<file path="config.mk">
export PLATFORM = sky130hd
export DESIGN_NAME = approximate_pattern_matcher
export DESIGN_NICKNAME = d
export VERILOG_FILES = /design/src/sv/apm_pkg.sv /design/src/sv/apm_cell.sv /design/src/sv/approximate_pattern_matcher.sv
export VERILOG_INCLUDE_DIRS = /design/src /design/src/sv
export SDC_FILE = /design/constraint.sdc
export NUM_CORES = 2
export LEC_CHECK = 0
export BUFFER_PORTS_ARGS = -buffer_cell sky130_fd_sc_hd__clkbuf_2
export CAP_MARGIN = 30
export CORE_MARGIN = 5
export CORE_UTILIZATION = 35
export DETAILED_ROUTE_END_ITERATION = 12
export RECOVER_POWER = 50
export SLEW_MARGIN = 10
export SYNTH_ARGS = -nofsm -noshare
export SYNTH_HDL_FRONTEND = slang
export SYNTH_SLANG_ARGS = --single-unit
</file>
<file path="constraint.sdc">
create_clock -name clk -period 4.31 [get_ports clk]
set_clock_uncertainty 0.2 [all_clocks]
set_input_delay 0.2155 -clock clk [delete_from_list [all_inputs] [get_ports clk]]
set_output_delay 0.2155 -clock clk [all_outputs]
set_load 0.01 [all_outputs]
</file>
<file path="src/sv/assert_macros.svh">
// Assertion macros used by the top-level RTL file of the approximate pattern matcher.
`ifndef ASSERT_MACROS_SVH
`define ASSERT_MACROS_SVH

// Checks that the consequent holds in the same cycle as the antecedent.
`define ASSERT_SAME(label, clk, rst_n, ante, cons, msg) \
  label: assert property (@(posedge clk) disable iff (!rst_n) (ante) |-> (cons)) \
    else $error(msg);

// Checks that the consequent holds in the cycle after the antecedent.
`define ASSERT_NEXT(label, clk, rst_n, ante, cons, msg) \
  label: assert property (@(posedge clk) disable iff (!rst_n) (ante) |=> (cons)) \
    else $error(msg);

`endif

</file>
<file path="src/sv/apm_pkg.sv">
// Package with the constants and types of the approximate pattern matcher.
`default_nettype none
package apm_pkg;

  localparam int MAX_PATTERN = 64;
  localparam int MAX_ERRORS  = 7;
  localparam int LEVELS      = MAX_ERRORS + 1;
  localparam int IDX_W       = $clog2(MAX_PATTERN);
  localparam int LEN_W       = 7;
  localparam int ERR_W       = 3;
  localparam int LVL_W       = (LEVELS > 1) ? $clog2(LEVELS) : 1;
  localparam int SYM_W       = 8;
  localparam int POS_W       = 32;

  localparam logic FUNC_LOAD = 1'b0;
  localparam logic FUNC_TEXT = 1'b1;

  localparam logic CFG_PATTERN_LENGTH = 1'b0;
  localparam logic CFG_ERROR_LIMIT    = 1'b1;

  typedef struct packed {
    logic             step;
    logic             clear;
    logic [SYM_W-1:0] symbol;
  } cell_ctrl_t;

endpackage
`default_nettype wire

</file>
<file path="src/sv/apm_cell.sv">
// One pattern position: its stored byte and its bit of every error-level vector.
`default_nettype none
module apm_cell
  import apm_pkg::*;
(
  input  wire logic              clk,
  input  wire logic              rst_n,
  input  wire cell_ctrl_t        ctrl,
  input  wire logic              load_en,
  input  wire logic              active,
  input  wire logic [LEVELS-1:0] prev_old,
  input  wire logic [LEVELS-1:0] prev_new,
  output logic      [LEVELS-1:0] old_lvl,
  output logic      [LEVELS-1:0] new_lvl,
  output logic      [LEVELS-1:0] cur_lvl
);

  logic [SYM_W-1:0]  byte_r;
  logic [LEVELS-1:0] lvl_r;
  logic [LEVELS-1:0] lvl_nxt;
  logic              miss;

  always_comb begin
    old_lvl = ctrl.clear ? '1 : lvl_r;
    miss    = !(active && (byte_r == ctrl.symbol));
    new_lvl[0] = prev_old[0] | miss;
    for (int j = 1; j < LEVELS; j++) begin
      new_lvl[j] = (prev_old[j] | miss) & prev_old[j-1] & prev_new[j-1] & old_lvl[j-1];
    end
    lvl_nxt = ctrl.step ? new_lvl : lvl_r;
  end

  assign cur_lvl = lvl_r;

  always_ff @(posedge clk) begin
    if (load_en) begin
      byte_r <= ctrl.symbol;
    end
  end

  always_ff @(posedge clk) begin
    if (!rst_n) begin
      lvl_r <= '1;
    end else begin
      lvl_r <= lvl_nxt;
    end
  end

endmodule
`default_nettype wire

</file>
<file path="src/sv/approximate_pattern_matcher.sv">
// Top level of the approximate pattern matcher: cell row, position counter and output stages.
// The input channel takes load transactions (func 0) that store one pattern byte and
// text transactions (func 1) that feed one text byte. A text transaction gives exactly
// one result transaction with the match flag and the byte's position in the text; a
// load gives none. The first byte of a text clears all error-level vectors and the
// position, and a text shorter than the pattern reports no match.
// A text byte is registered at acceptance into the row of cells, which updates its
// vectors, and into the result stage; the match bit is then picked from the stored
// vectors into the output register when that register is empty or the receiver is ready.
// One transaction is accepted per cycle while in_ready is high; the cell row updates its
// vectors at each accepted text byte.
// When the receiver stalls, the output register holds and one more result waits in the
// stage before it; only then does in_ready drop.
// Reset clears all vectors to ones, the position and the short-text flag, sets the pattern
// length to one and the error limit to zero. Pattern bytes are undefined until loaded. The
// configuration port writes a register; the user must use it while idle (not enforced).
`default_nettype none
module approximate_pattern_matcher
  import apm_pkg::*;
(
  input  wire logic             clk,
  input  wire logic             rst_n,
  input  wire logic             in_valid,
  output logic                  in_ready,
  input  wire logic             in_func,
  input  wire logic [IDX_W-1:0] in_pattern_index,
  input  wire logic [SYM_W-1:0] in_symbol,
  input  wire logic             in_first_of_text,
  input  wire logic [POS_W-1:0] in_text_length,
  output logic                  out_valid,
  input  wire logic             out_ready,
  output logic                  out_match,
  output logic      [POS_W-1:0] out_end_position,
  input  wire logic             cfg_wr_en,
  input  wire logic             cfg_index,
  input  wire logic [LEN_W-1:0] cfg_data
);

`include "assert_macros.svh"

  logic [LEN_W-1:0] pattern_length_r;
  logic [ERR_W-1:0] error_limit_r;
  logic [POS_W-1:0] pos_r;
  logic [POS_W-1:0] pos_nxt;
  logic [POS_W-1:0] pos_use;
  logic             supp_r;
  logic             supp_nxt;

  logic             p_valid_r;
  logic [POS_W-1:0] p_pos_r;
  logic             p_supp_r;
  logic             p_move;

  logic             out_valid_r;
  logic             out_match_r;
  logic [POS_W-1:0] out_end_position_r;

  logic             accept;
  logic             text_acc;
  logic [LEN_W-1:0] m_eff;
  logic [IDX_W-1:0] m_idx;
  logic [LVL_W-1:0] e_eff;
  logic             hit;

  cell_ctrl_t              ctrl;
  logic [MAX_PATTERN-1:0]  load_vec;
  logic [MAX_PATTERN-1:0]  active_vec;
  logic [MAX_PATTERN-1:0]  sel_vec;
  logic [LEVELS-1:0]       old_a [MAX_PATTERN];
  logic [LEVELS-1:0]       new_a [MAX_PATTERN];
  logic [LEVELS-1:0]       cur_a [MAX_PATTERN];

  always_comb begin
    if (pattern_length_r == '0) begin
      m_eff = LEN_W'(1);
    end else if (pattern_length_r > LEN_W'(MAX_PATTERN)) begin
      m_eff = LEN_W'(MAX_PATTERN);
    end else begin
      m_eff = pattern_length_r;
    end
    m_idx = IDX_W'(m_eff - LEN_W'(1));
    if (error_limit_r > ERR_W'(MAX_ERRORS)) begin
      e_eff = LVL_W'(MAX_ERRORS);
    end else begin
      e_eff = LVL_W'(error_limit_r);
    end
  end

  assign p_move   = !out_valid_r || out_ready;
  assign in_ready = !p_valid_r || p_move;
  assign accept   = in_valid && in_ready;
  assign text_acc = accept && (in_func == FUNC_TEXT);

  always_comb begin
    ctrl.step   = text_acc;
    ctrl.clear  = in_first_of_text;
    ctrl.symbol = in_symbol;
    load_vec    = '0;
    if (accept && (in_func == FUNC_LOAD)) begin
      load_vec = MAX_PATTERN'(1) << in_pattern_index;
    end
  end

  for (genvar k = 0; k < MAX_PATTERN; k++) begin : g_cell
    logic [LEVELS-1:0] prev_old;
    logic [LEVELS-1:0] prev_new;

    if (k == 0) begin : g_head
      assign prev_old = '0;
      assign prev_new = '0;
    end else begin : g_link
      assign prev_old = old_a[k-1];
      assign prev_new = new_a[k-1];
    end

    assign active_vec[k] = LEN_W'(k) < m_eff;
    assign sel_vec[k]    = cur_a[k][e_eff];

    apm_cell u_cell (
      .clk      (clk),
      .rst_n    (rst_n),
      .ctrl     (ctrl),
      .load_en  (load_vec[k]),
      .active   (active_vec[k]),
      .prev_old (prev_old),
      .prev_new (prev_new),
      .old_lvl  (old_a[k]),
      .new_lvl  (new_a[k]),
      .cur_lvl  (cur_a[k])
    );
  end

  assign hit = !sel_vec[m_idx];

  always_comb begin
    pos_use  = in_first_of_text ? '0 : pos_r;
    pos_nxt  = (pos_use == '1) ? pos_use : pos_use + POS_W'(1);
    supp_nxt = in_first_of_text ? (in_text_length < POS_W'(m_eff)) : supp_r;
  end

  always_ff @(posedge clk) begin
    if (!rst_n) begin
      pattern_length_r <= LEN_W'(1);
      error_limit_r    <= '0;
      pos_r            <= '0;
      supp_r           <= 1'b0;
      p_valid_r        <= 1'b0;
      out_valid_r      <= 1'b0;
    end else begin
      if (cfg_wr_en) begin
        case (cfg_index)
          CFG_PATTERN_LENGTH: pattern_length_r <= cfg_data;
          CFG_ERROR_LIMIT:    error_limit_r    <= cfg_data[ERR_W-1:0];
          default:            pattern_length_r <= pattern_length_r;
        endcase
      end
      if (text_acc) begin
        pos_r  <= pos_nxt;
        supp_r <= supp_nxt;
      end
      if (text_acc) begin
        p_valid_r <= 1'b1;
      end else if (p_move) begin
        p_valid_r <= 1'b0;
      end
      if (p_move) begin
        out_valid_r <= p_valid_r;
      end
    end
  end

  always_ff @(posedge clk) begin
    if (text_acc) begin
      p_pos_r  <= pos_use;
      p_supp_r <= supp_nxt;
    end
    if (p_move && p_valid_r) begin
      out_match_r        <= hit && !p_supp_r;
      out_end_position_r <= p_pos_r;
    end
  end

  assign out_valid        = out_valid_r;
  assign out_match        = out_match_r;
  assign out_end_position = out_end_position_r;

  `ASSERT_SAME(a_no_step_when_blocked, clk, rst_n, p_valid_r && !p_move, !in_ready,
    "input accepted while the result stage is blocked")
  `ASSERT_NEXT(a_text_gives_result, clk, rst_n, text_acc, p_valid_r,
    "accepted text byte did not enter the result stage")
  `ASSERT_NEXT(a_short_text_suppressed, clk, rst_n,
    text_acc && in_first_of_text && (in_text_length < POS_W'(m_eff)), p_supp_r,
    "short text not marked for suppression")

endmodule
`default_nettype wire
</file>
Yosys cells after proc, flatten, opt, wreduce, memory -nomap -nowiden
Index checks and enable logic that the tools add are counted.
- bits of input ports: 61
- output and inout bits: 35
- word-level logic and storage cells: 2366
- register bits: 1135
- add/sub/neg operators: 2
- equality and inequality tests: 65
- muxes and demuxes: 203
- bitwise operators: 1745
- shift operators: 1
- reductions and logical operators: 143
- magnitude comparators: 69
- operators by type and width (operator ; number):
    1-bit bitwise AND ; 1260
    8-bit == test ; 64
    1-bit bitwise OR ; 483
    8-bit 2-to-1 mux ; 57
    6-bit by 7-bit less-than comparator with 1-bit output, first input constant ; 32
    1-bit binary-select mux with 3-bit select ; 64
    5-bit by 7-bit less-than comparator with 1-bit output, first input constant ; 16
    1-bit logical AND ; 69
    1-bit zero test ; 68
    1-bit 2-to-1 mux ; 68
    32-bit 2-to-1 mux ; 2
    64-bit 2-to-1 mux ; 1
    1-bit by 6-bit left shift with 64-bit output, first input constant ; 1
    4-bit by 7-bit less-than comparator with 1-bit output, first input constant ; 8
    32-bit by 1-bit adder with 32-bit output, second input constant ; 1
    32-bit == test, second input constant ; 1
    32-bit by 7-bit less-than comparator with 1-bit output ; 1
    3-bit by 7-bit less-than comparator with 1-bit output, first input constant ; 4
    7-bit 2-to-1 mux ; 4
    1-bit by 7-bit less-than comparator with 1-bit output, first input constant ; 2
    2-bit by 7-bit less-than comparator with 1-bit output, first input constant ; 2
    7-bit > comparator, second input constant ; 1
    7-bit zero test ; 1
    6-bit by 7-bit less-than comparator with 1-bit output, second input constant ; 1
    13 further kinds ; 17

Logic depth before layout (Yosys ltp)
- depth in word-level cells: 22
- mapped depth: 15
- depth with buffers taken out: 10

Hierarchy
Synthesis repeated with hierarchy kept, for this count alone.
- cell total of the unflattened synthesis: 5843
- area, all modules: 59389.5 um^2
- modules (own cells, without submodules) (module ; instances ; sequential area each (um^2) ; cells each ; area an instance (um^2)):
    apm_cell ; 64 ; 400.4 ; 77 ; 773.2
    approximate_pattern_matcher ; 1 ; 2882.8 ; 915 ; 9902.0

Least setup slack after synthesis
No wires, ideal clock.
- kind: reg2reg
- start: register pattern_length_r[3]
- end: register out_match_r (netlist: out_match) (data pin)
- arrival: 3328 ps
- data required time: 3843 ps
- library setup time: 267 ps
- setup slack: 515 ps
- cell stages (with the launch flop): 15
- buffers on the path: 4
- period minus slack after synthesis: 3795 ps
- path through: dfxtp_1 > buf_6 > nor4_4 > a22oi_2 > buf_6 > buf_2 > ha_1 > xnor2_2 > buf_2 > mux2i_1 > mux4_2 > mux2i_1 > nor2_1 > o21ai_1 > a311oi_1
- longest elaborated chain between the ends: 8
- elaborated cells between the ends (all ways): 9
- classes of those cells: add/sub (1); order compare (1); mux (4); reduce/logical (3)
- ends and longest elaborated chain (element ; line ; RTL):
    start: declaration ; approximate_pattern_matcher.sv:41 ; logic [LEN_W-1:0] pattern_length_r;
    start signal: assignment ; approximate_pattern_matcher.sv:152 ; CFG_PATTERN_LENGTH: pattern_length_r <= cfg_data;
    start signal: assignment ; approximate_pattern_matcher.sv:154 ; default: pattern_length_r <= pattern_length_r;
    7-bit > comparator ; approximate_pattern_matcher.sv:76 ; end else if (pattern_length_r > LEN_W'(MAX_PATTERN)) begin
    7-bit 2-to-1 mux ; approximate_pattern_matcher.sv:76 ;
    7-bit 2-to-1 mux (*) ; approximate_pattern_matcher.sv:74 ; if (pattern_length_r == '0) begin
    6-bit by 1-bit subtractor with 6-bit output (*) ; approximate_pattern_matcher.sv:81 ; m_idx = IDX_W'(m_eff - LEN_W'(1));
    1-bit binary-select mux with 6-bit select (*) ; approximate_pattern_matcher.sv:133 ; assign hit = !sel_vec[m_idx];
    1-bit 2-to-1 mux (not written as such) (*) ; approximate_pattern_matcher.sv:133 ;
    1-bit zero test (*) ; approximate_pattern_matcher.sv:133 ;
    1-bit logical AND (*) ; approximate_pattern_matcher.sv:178 ; out_match_r <= hit && !p_supp_r;
    end signal: assignment ; approximate_pattern_matcher.sv:178 ;
    end: declaration ; approximate_pattern_matcher.sv:55 ; logic out_match_r;
Every way passes the cells marked *; elsewhere a longest branch is shown, timed or not. The select of a mux whose other input is x is not followed.
A chain may end at the register's enable or synchronous reset.

Final worst setup path
- start: register pattern_length_r[6]
- end: register supp_r
- longest elaborated chain between the ends: 5
- elaborated cells between the ends (all ways): 6
- classes of those cells: order compare (2); mux (3); reduce/logical (1)
- ends and longest elaborated chain (element ; line ; RTL):
    7-bit > comparator ; approximate_pattern_matcher.sv:76 ;
    7-bit 2-to-1 mux ; approximate_pattern_matcher.sv:76 ;
    7-bit 2-to-1 mux (*) ; approximate_pattern_matcher.sv:74 ;
    32-bit by 7-bit less-than comparator with 1-bit output (*) ; approximate_pattern_matcher.sv:138 ; supp_nxt = in_first_of_text ? (in_text_length < POS_W'(m_eff)) : supp_r;
    1-bit 2-to-1 mux (*) ; approximate_pattern_matcher.sv:138 ;
    end signal: assignment ; approximate_pattern_matcher.sv:159 ; supp_r <= supp_nxt;
    end: declaration ; approximate_pattern_matcher.sv:46 ; logic supp_r;
Every way passes the cells marked *; elsewhere a longest branch is shown, timed or not.

==> impl_results.html <==
<table>
<tr><th>Metric</th><th>Value</th></tr>
<tr><th colspan="2">Outcome</th></tr>
<tr><td>Result of the run</td><td>finished with violations</td></tr>
<tr><td>Violations in the final reports</td><td>capacitance limit, slew limit</td></tr>
<tr><th colspan="2">Clock tree</th></tr>
<tr><td>Root buffer cell</td><td>sky130_fd_sc_hd__clkbuf_16</td></tr>
<tr><td>Maximum level of the CTS H-tree</td><td>3</td></tr>
<tr><td>Clock latency of the later-clocked register in the worst-skew pair</td><td>0.80 ns</td></tr>
<tr><td>TritonCTS buffer count</td><td>118</td></tr>
<tr><td>Clock slew at reported path FFs</td><td>~0.060 ns</td></tr>
<tr><td>Maximum root-to-sink buffer count</td><td>3</td></tr>
<tr><td>TritonCTS clock tree</td><td>done</td></tr>
<tr><td>TritonCTS Sinks</td><td>1108</td></tr>
<tr><td>Post-CTS setup repair buffer count</td><td>0</td></tr>
<tr><th colspan="2">Synth</th></tr>
<tr><td>Fraction of synthesis flops using an asynchronous set or reset pin</td><td>0%</td></tr>
<tr><td>Yosys cell types</td><td>88</td></tr>
<tr><td>Yosys warning count</td><td>0</td></tr>
<tr><td>Main flop type after synthesis</td><td>sky130_fd_sc_hd__edfxtp_1</td></tr>
<tr><td>Number of synthesized flops with an enable pin</td><td>~580</td></tr>
<tr><td>Synth area leader</td><td>sky130_fd_sc_hd__edfxtp_1</td></tr>
<tr><td>FF+latch count, synth</td><td>1108</td></tr>
<tr><td>Synthesized instance count</td><td>about 4800</td></tr>
<tr><td>Post-Syn Area</td><td>about 54000 µm²</td></tr>
<tr><td>Post-synthesis area per instance</td><td>around 11 µm²</td></tr>
<tr><td>Sequential share of the synthesized area</td><td>52.2%</td></tr>
<tr><td>Post-synth net total</td><td>4902</td></tr>
<tr><td>Top cell type's share of synthesized area</td><td>32.4%</td></tr>
<tr><td>Cell types occupying the most area after synthesis</td><td>sky130_fd_sc_hd__edfxtp_1, sky130_fd_sc_hd__dfxtp_1, sky130_fd_sc_hd__xor2_1, sky130_fd_sc_hd__mux4_2, sky130_fd_sc_hd__a21oi_1</td></tr>
<tr><th colspan="2">Setup path</th></tr>
<tr><td>Crit-path max FO</td><td>17</td></tr>
<tr><td>Launching element type of the critical path</td><td>flop</td></tr>
<tr><td>Critical path required time</td><td>4.81 ns</td></tr>
<tr><td>Capturing element type of the critical path</td><td>flop</td></tr>
<tr><td>CP Data Arrival Time</td><td>4.80 ns</td></tr>
<tr><td>Crit path kind</td><td>reg -&gt; reg</td></tr>
<tr><th colspan="2">STA</th></tr>
<tr><td>Final min period</td><td>4.29 ns</td></tr>
<tr><td>Relative slew slack</td><td>-61.4%</td></tr>
<tr><td>Final cycle utilization of the critical path</td><td>99.6%</td></tr>
<tr><td>Achievable Freq</td><td>about 230 MHz</td></tr>
<tr><td>Final-layout setup total negative slack</td><td>0 ns</td></tr>
<tr><td>Setup-failing EPs final</td><td>0</td></tr>
<tr><td>Number of pins with negative max-slew slack in the final report</td><td>~150</td></tr>
<tr><td>Setup repair after global routing missed its margin</td><td>false</td></tr>
<tr><td>Final hold violations</td><td>0</td></tr>
<tr><td>Slack of the critical path</td><td>0.0168 ns</td></tr>
<tr><td>Slew at the pin closest to its max-slew limit</td><td>2.40 ns</td></tr>
<tr><th colspan="2">Global routing</th></tr>
<tr><td>Maximum number of pins on one net before global-route repair</td><td>130</td></tr>
<tr><td>Global-route wire length before repair</td><td>245000 µm</td></tr>
<tr><td>Via count of the first global-routing pass</td><td>38800</td></tr>
<tr><td>Initial antenna violation count</td><td>2</td></tr>
<tr><td>Total routing usage reported by global routing</td><td>19.0%</td></tr>
<tr><td>Total overflow reported by the global router</td><td>0</td></tr>
<tr><th colspan="2">Finish</th></tr>
<tr><td>Final net count</td><td>between 5000 and 6000</td></tr>
<tr><td>Filler Cell Count</td><td>14600</td></tr>
<tr><td>Ratio of cells with drive above 1 in the final layout</td><td>12.4%</td></tr>
<tr><td>Final core utilization</td><td>40.2%</td></tr>
<tr><td>Area added between synthesis and finish</td><td>14.1%</td></tr>
<tr><th colspan="2">Floorplanning</th></tr>
<tr><td>Die Footprint</td><td>161000 µm²</td></tr>
<tr><td>Vertical die dimension</td><td>about 400 µm</td></tr>
<tr><td>Effective utilization at floorplan</td><td>approximately a third</td></tr>
<tr><td>Chip width</td><td>approximately 400 µm</td></tr>
<tr><td>Row count</td><td>143</td></tr>
<tr><td># IOs</td><td>96</td></tr>
<tr><td>Area of the core</td><td>152000 µm²</td></tr>
<tr><th colspan="2">Routing</th></tr>
<tr><td>DR DRC count</td><td>0</td></tr>
<tr><td>Antenna-violating nets left</td><td>0</td></tr>
<tr><td>Total Wirelength</td><td>159000 µm</td></tr>
<tr><td>Number of vias after detailed routing</td><td>41100</td></tr>
<tr><td>Detailed Routing Iterations Pass 1</td><td>6</td></tr>
<tr><td>Drt via density</td><td>5.78</td></tr>
<tr><td>Routed WL per cell</td><td>between 20 and 25 µm</td></tr>
<tr><td>Drt initial violations</td><td>4433</td></tr>
<tr><th colspan="2">Power and ir drop</th></tr>
<tr><td>Net switching power</td><td>0.00626 W</td></tr>
<tr><td>Switching fraction of total power</td><td>25.7%</td></tr>
<tr><td>Max rail drop VDD</td><td>0.355 mV</td></tr>
<tr><td>Leakage</td><td>20.4 nW</td></tr>
<tr><td>Combinational Power Share</td><td>roughly a tenth</td></tr>
<tr><td>Power density relative to cell area</td><td>~400 nW/µm²</td></tr>
<tr><td>Part of the power in the clock network</td><td>41.6%</td></tr>
<tr><td>Reg power frac</td><td>around half</td></tr>
<tr><td>Sum of internal, switching and leakage power</td><td>0.0244 W</td></tr>
<tr><td>P_int</td><td>0.0181 W</td></tr>
<tr><th colspan="2">Place</th></tr>
<tr><td>Placer's final routability congestion estimate</td><td>between 0.8 and 0.9</td></tr>
<tr><td>Final HPWL DP</td><td>107000 µm</td></tr>
<tr><td># port buffers</td><td>95</td></tr>
<tr><td>Worst setup slack after placement</td><td>around 0.32 ns</td></tr>
<tr><th colspan="2">Min path</th></tr>
<tr><td>Type of the worst min-delay path</td><td>in -&gt; reg</td></tr>
<tr><th colspan="2">Flow run</th></tr>
<tr><td>Max-cap check violation count</td><td>3</td></tr>
</table>
[power groups by stage]
stage,logic (W),clock network (W),registers [W]
after detailed placement,0.00241,0,0.0120
final,0.00244,0.0101,0.0118
after CTS,0.00245,0.0103,0.0118
after global routing,0.00265,0.0108,0.0118
after floorplan,0.00165,0,0.0118
after global placement,0.00238,0,0.0120
[worst paths after layout]
path | from | to | slack, ns | depth (start not counted)
setup / recovery | pattern_length_r[6] | supp_r | 0.02 | 10
hold / removal | in_text_length[2] | supp_r | 0.10 | 6
setup reg to reg | pattern_length_r[6] | supp_r | 0.02 | 10
hold reg to reg | p_pos_r[16] | out_end_position[16] | 0.22 | 0
[synth_stat cells (19+ instances only)]
library cell,count
sky130_fd_sc_hd__nor2_1,283
sky130_fd_sc_hd__nor2b_1,41
sky130_fd_sc_hd__a21o_1,37
sky130_fd_sc_hd__o211a_1,127
sky130_fd_sc_hd__buf_4,36
sky130_fd_sc_hd__o2111a_1,23
sky130_fd_sc_hd__buf_2,46
sky130_fd_sc_hd__mux2i_1,19
sky130_fd_sc_hd__dfxtp_1,530
sky130_fd_sc_hd__a31oi_1,84
sky130_fd_sc_hd__o21ai_0,275
sky130_fd_sc_hd__a41oi_1,19
sky130_fd_sc_hd__nand3_1,78
sky130_fd_sc_hd__nor3_1,73
sky130_fd_sc_hd__edfxtp_1,578
sky130_fd_sc_hd__or2_2,68
sky130_fd_sc_hd__nand4_1,67
sky130_fd_sc_hd__a221o_1,21
sky130_fd_sc_hd__o31ai_1,40
sky130_fd_sc_hd__and2_1,25
sky130_fd_sc_hd__mux4_2,145
sky130_fd_sc_hd__o22ai_1,36
sky130_fd_sc_hd__xnor2_1,137
sky130_fd_sc_hd__clkbuf_1,206
sky130_fd_sc_hd__o32ai_1,28
sky130_fd_sc_hd__buf_1,22
sky130_fd_sc_hd__a211o_1,54
sky130_fd_sc_hd__a211oi_1,23
sky130_fd_sc_hd__o211ai_1,131
sky130_fd_sc_hd__a21oi_1,377
sky130_fd_sc_hd__inv_1,24
sky130_fd_sc_hd__nand2_1,401
sky130_fd_sc_hd__xor2_1,397
sky130_fd_sc_hd__o2111ai_1,41
sky130_fd_sc_hd__nor4_1,98
[critical path: stages, from the launching register on]
cell	delay, ns
sky130_fd_sc_hd__dfxtp_2	0.56
sky130_fd_sc_hd__inv_1	0.27
sky130_fd_sc_hd__buf_4	0.26
sky130_fd_sc_hd__ha_1	0.20
sky130_fd_sc_hd__nor4_1	0.17
sky130_fd_sc_hd__nand4_1	0.11
sky130_fd_sc_hd__dlygate4sd3_1	0.56
sky130_fd_sc_hd__a211oi_1	0.78
sky130_fd_sc_hd__dlygate4sd3_1	0.76
sky130_fd_sc_hd__o211ai_1	0.17
sky130_fd_sc_hd__a21oi_1	0.17
[metrics by stage]
stage	cell area [µm²]	hold slack, ns	instances
6_report	61200	0.105	7116
5_1_grt	61200	0.110	7114
4_1_cts	61500	0.0409	7113
3_5_place_dp	57100	0.205	6843
3_3_place_gp	57100	0.202	6840
2_1_floorplan	53600	0.114	4833
[state kept, by name (all words and copies together) (netlist names)]
signal and count:
supp_r 1, p_pos_r 32, p_supp_r 1, g_cell.u_cell.byte_r 512, out_valid 1, out_match 1
g_cell.u_cell.cur_lvl 485, pattern_length_r 7, error_limit_r 3, p_valid_r 1, out_end_position 32, pos_r 32
[cell type report]
type                    count  area (µm²)  share of cell area (%)
repair buffers            356        2620                    4.29
inverters                  26         109                   0.178
diodes                      2        5.00                 0.00818
clock buffers             167        3320                    5.43
clock inverters            52         546                   0.892
multi-input cells        3375       24000                    39.3
flip-flops and latches   1108       28000                    45.7
well taps                2030        2540                    4.15
[what timing repair did]
action                                 in CTS  in global routing
hold buffers                               51                  0
endpoints found under the hold margin     915                  0
gates resized for setup                     0                  0
[placed cells by master, fill, tap and decap left out, types with 127 or more instances in the layout]
| cell | count |
|---|---|
| sky130_fd_sc_hd__o211ai_1 | 131 |
| sky130_fd_sc_hd__mux4_2 | 145 |
| sky130_fd_sc_hd__nand2_1 | 401 |
| sky130_fd_sc_hd__edfxtp_1 | 578 |
| sky130_fd_sc_hd__xor2_1 | 397 |
| sky130_fd_sc_hd__xnor2_1 | 137 |
| sky130_fd_sc_hd__dfxtp_1 | 526 |
| sky130_fd_sc_hd__a21oi_1 | 377 |
| sky130_fd_sc_hd__nor2_1 | 283 |
| sky130_fd_sc_hd__o211a_1 | 127 |
| sky130_fd_sc_hd__clkbuf_1 | 127 |
| sky130_fd_sc_hd__o21ai_0 | 275 |
[logic make-up (layout without fill, tap and decap cells)]
logic type	Yosys count	after routing	share of synthesized area, %
mux	169	169	6.58
fa+ha+maj	8	8	0.187
flops	1108	1108	52.2
other cells	0	2	0
compound gates	1414	1414	17.9
simple gates	1249	1249	11.4
xor+xnor	535	535	8.76
buf+inv	350	601	3.01
[per-layer routing]
metal  share of wire, %  up-vias  GRT usage (%)
met5             0.0088        -              0
met4                2.3        2           4.69
met3                8.4      247           3.61
met2                 43     1740           28.2
met1                 46    20400           28.5
li1                   -    18700              -
No activity file was read; power rests on OpenSTA's default activity.
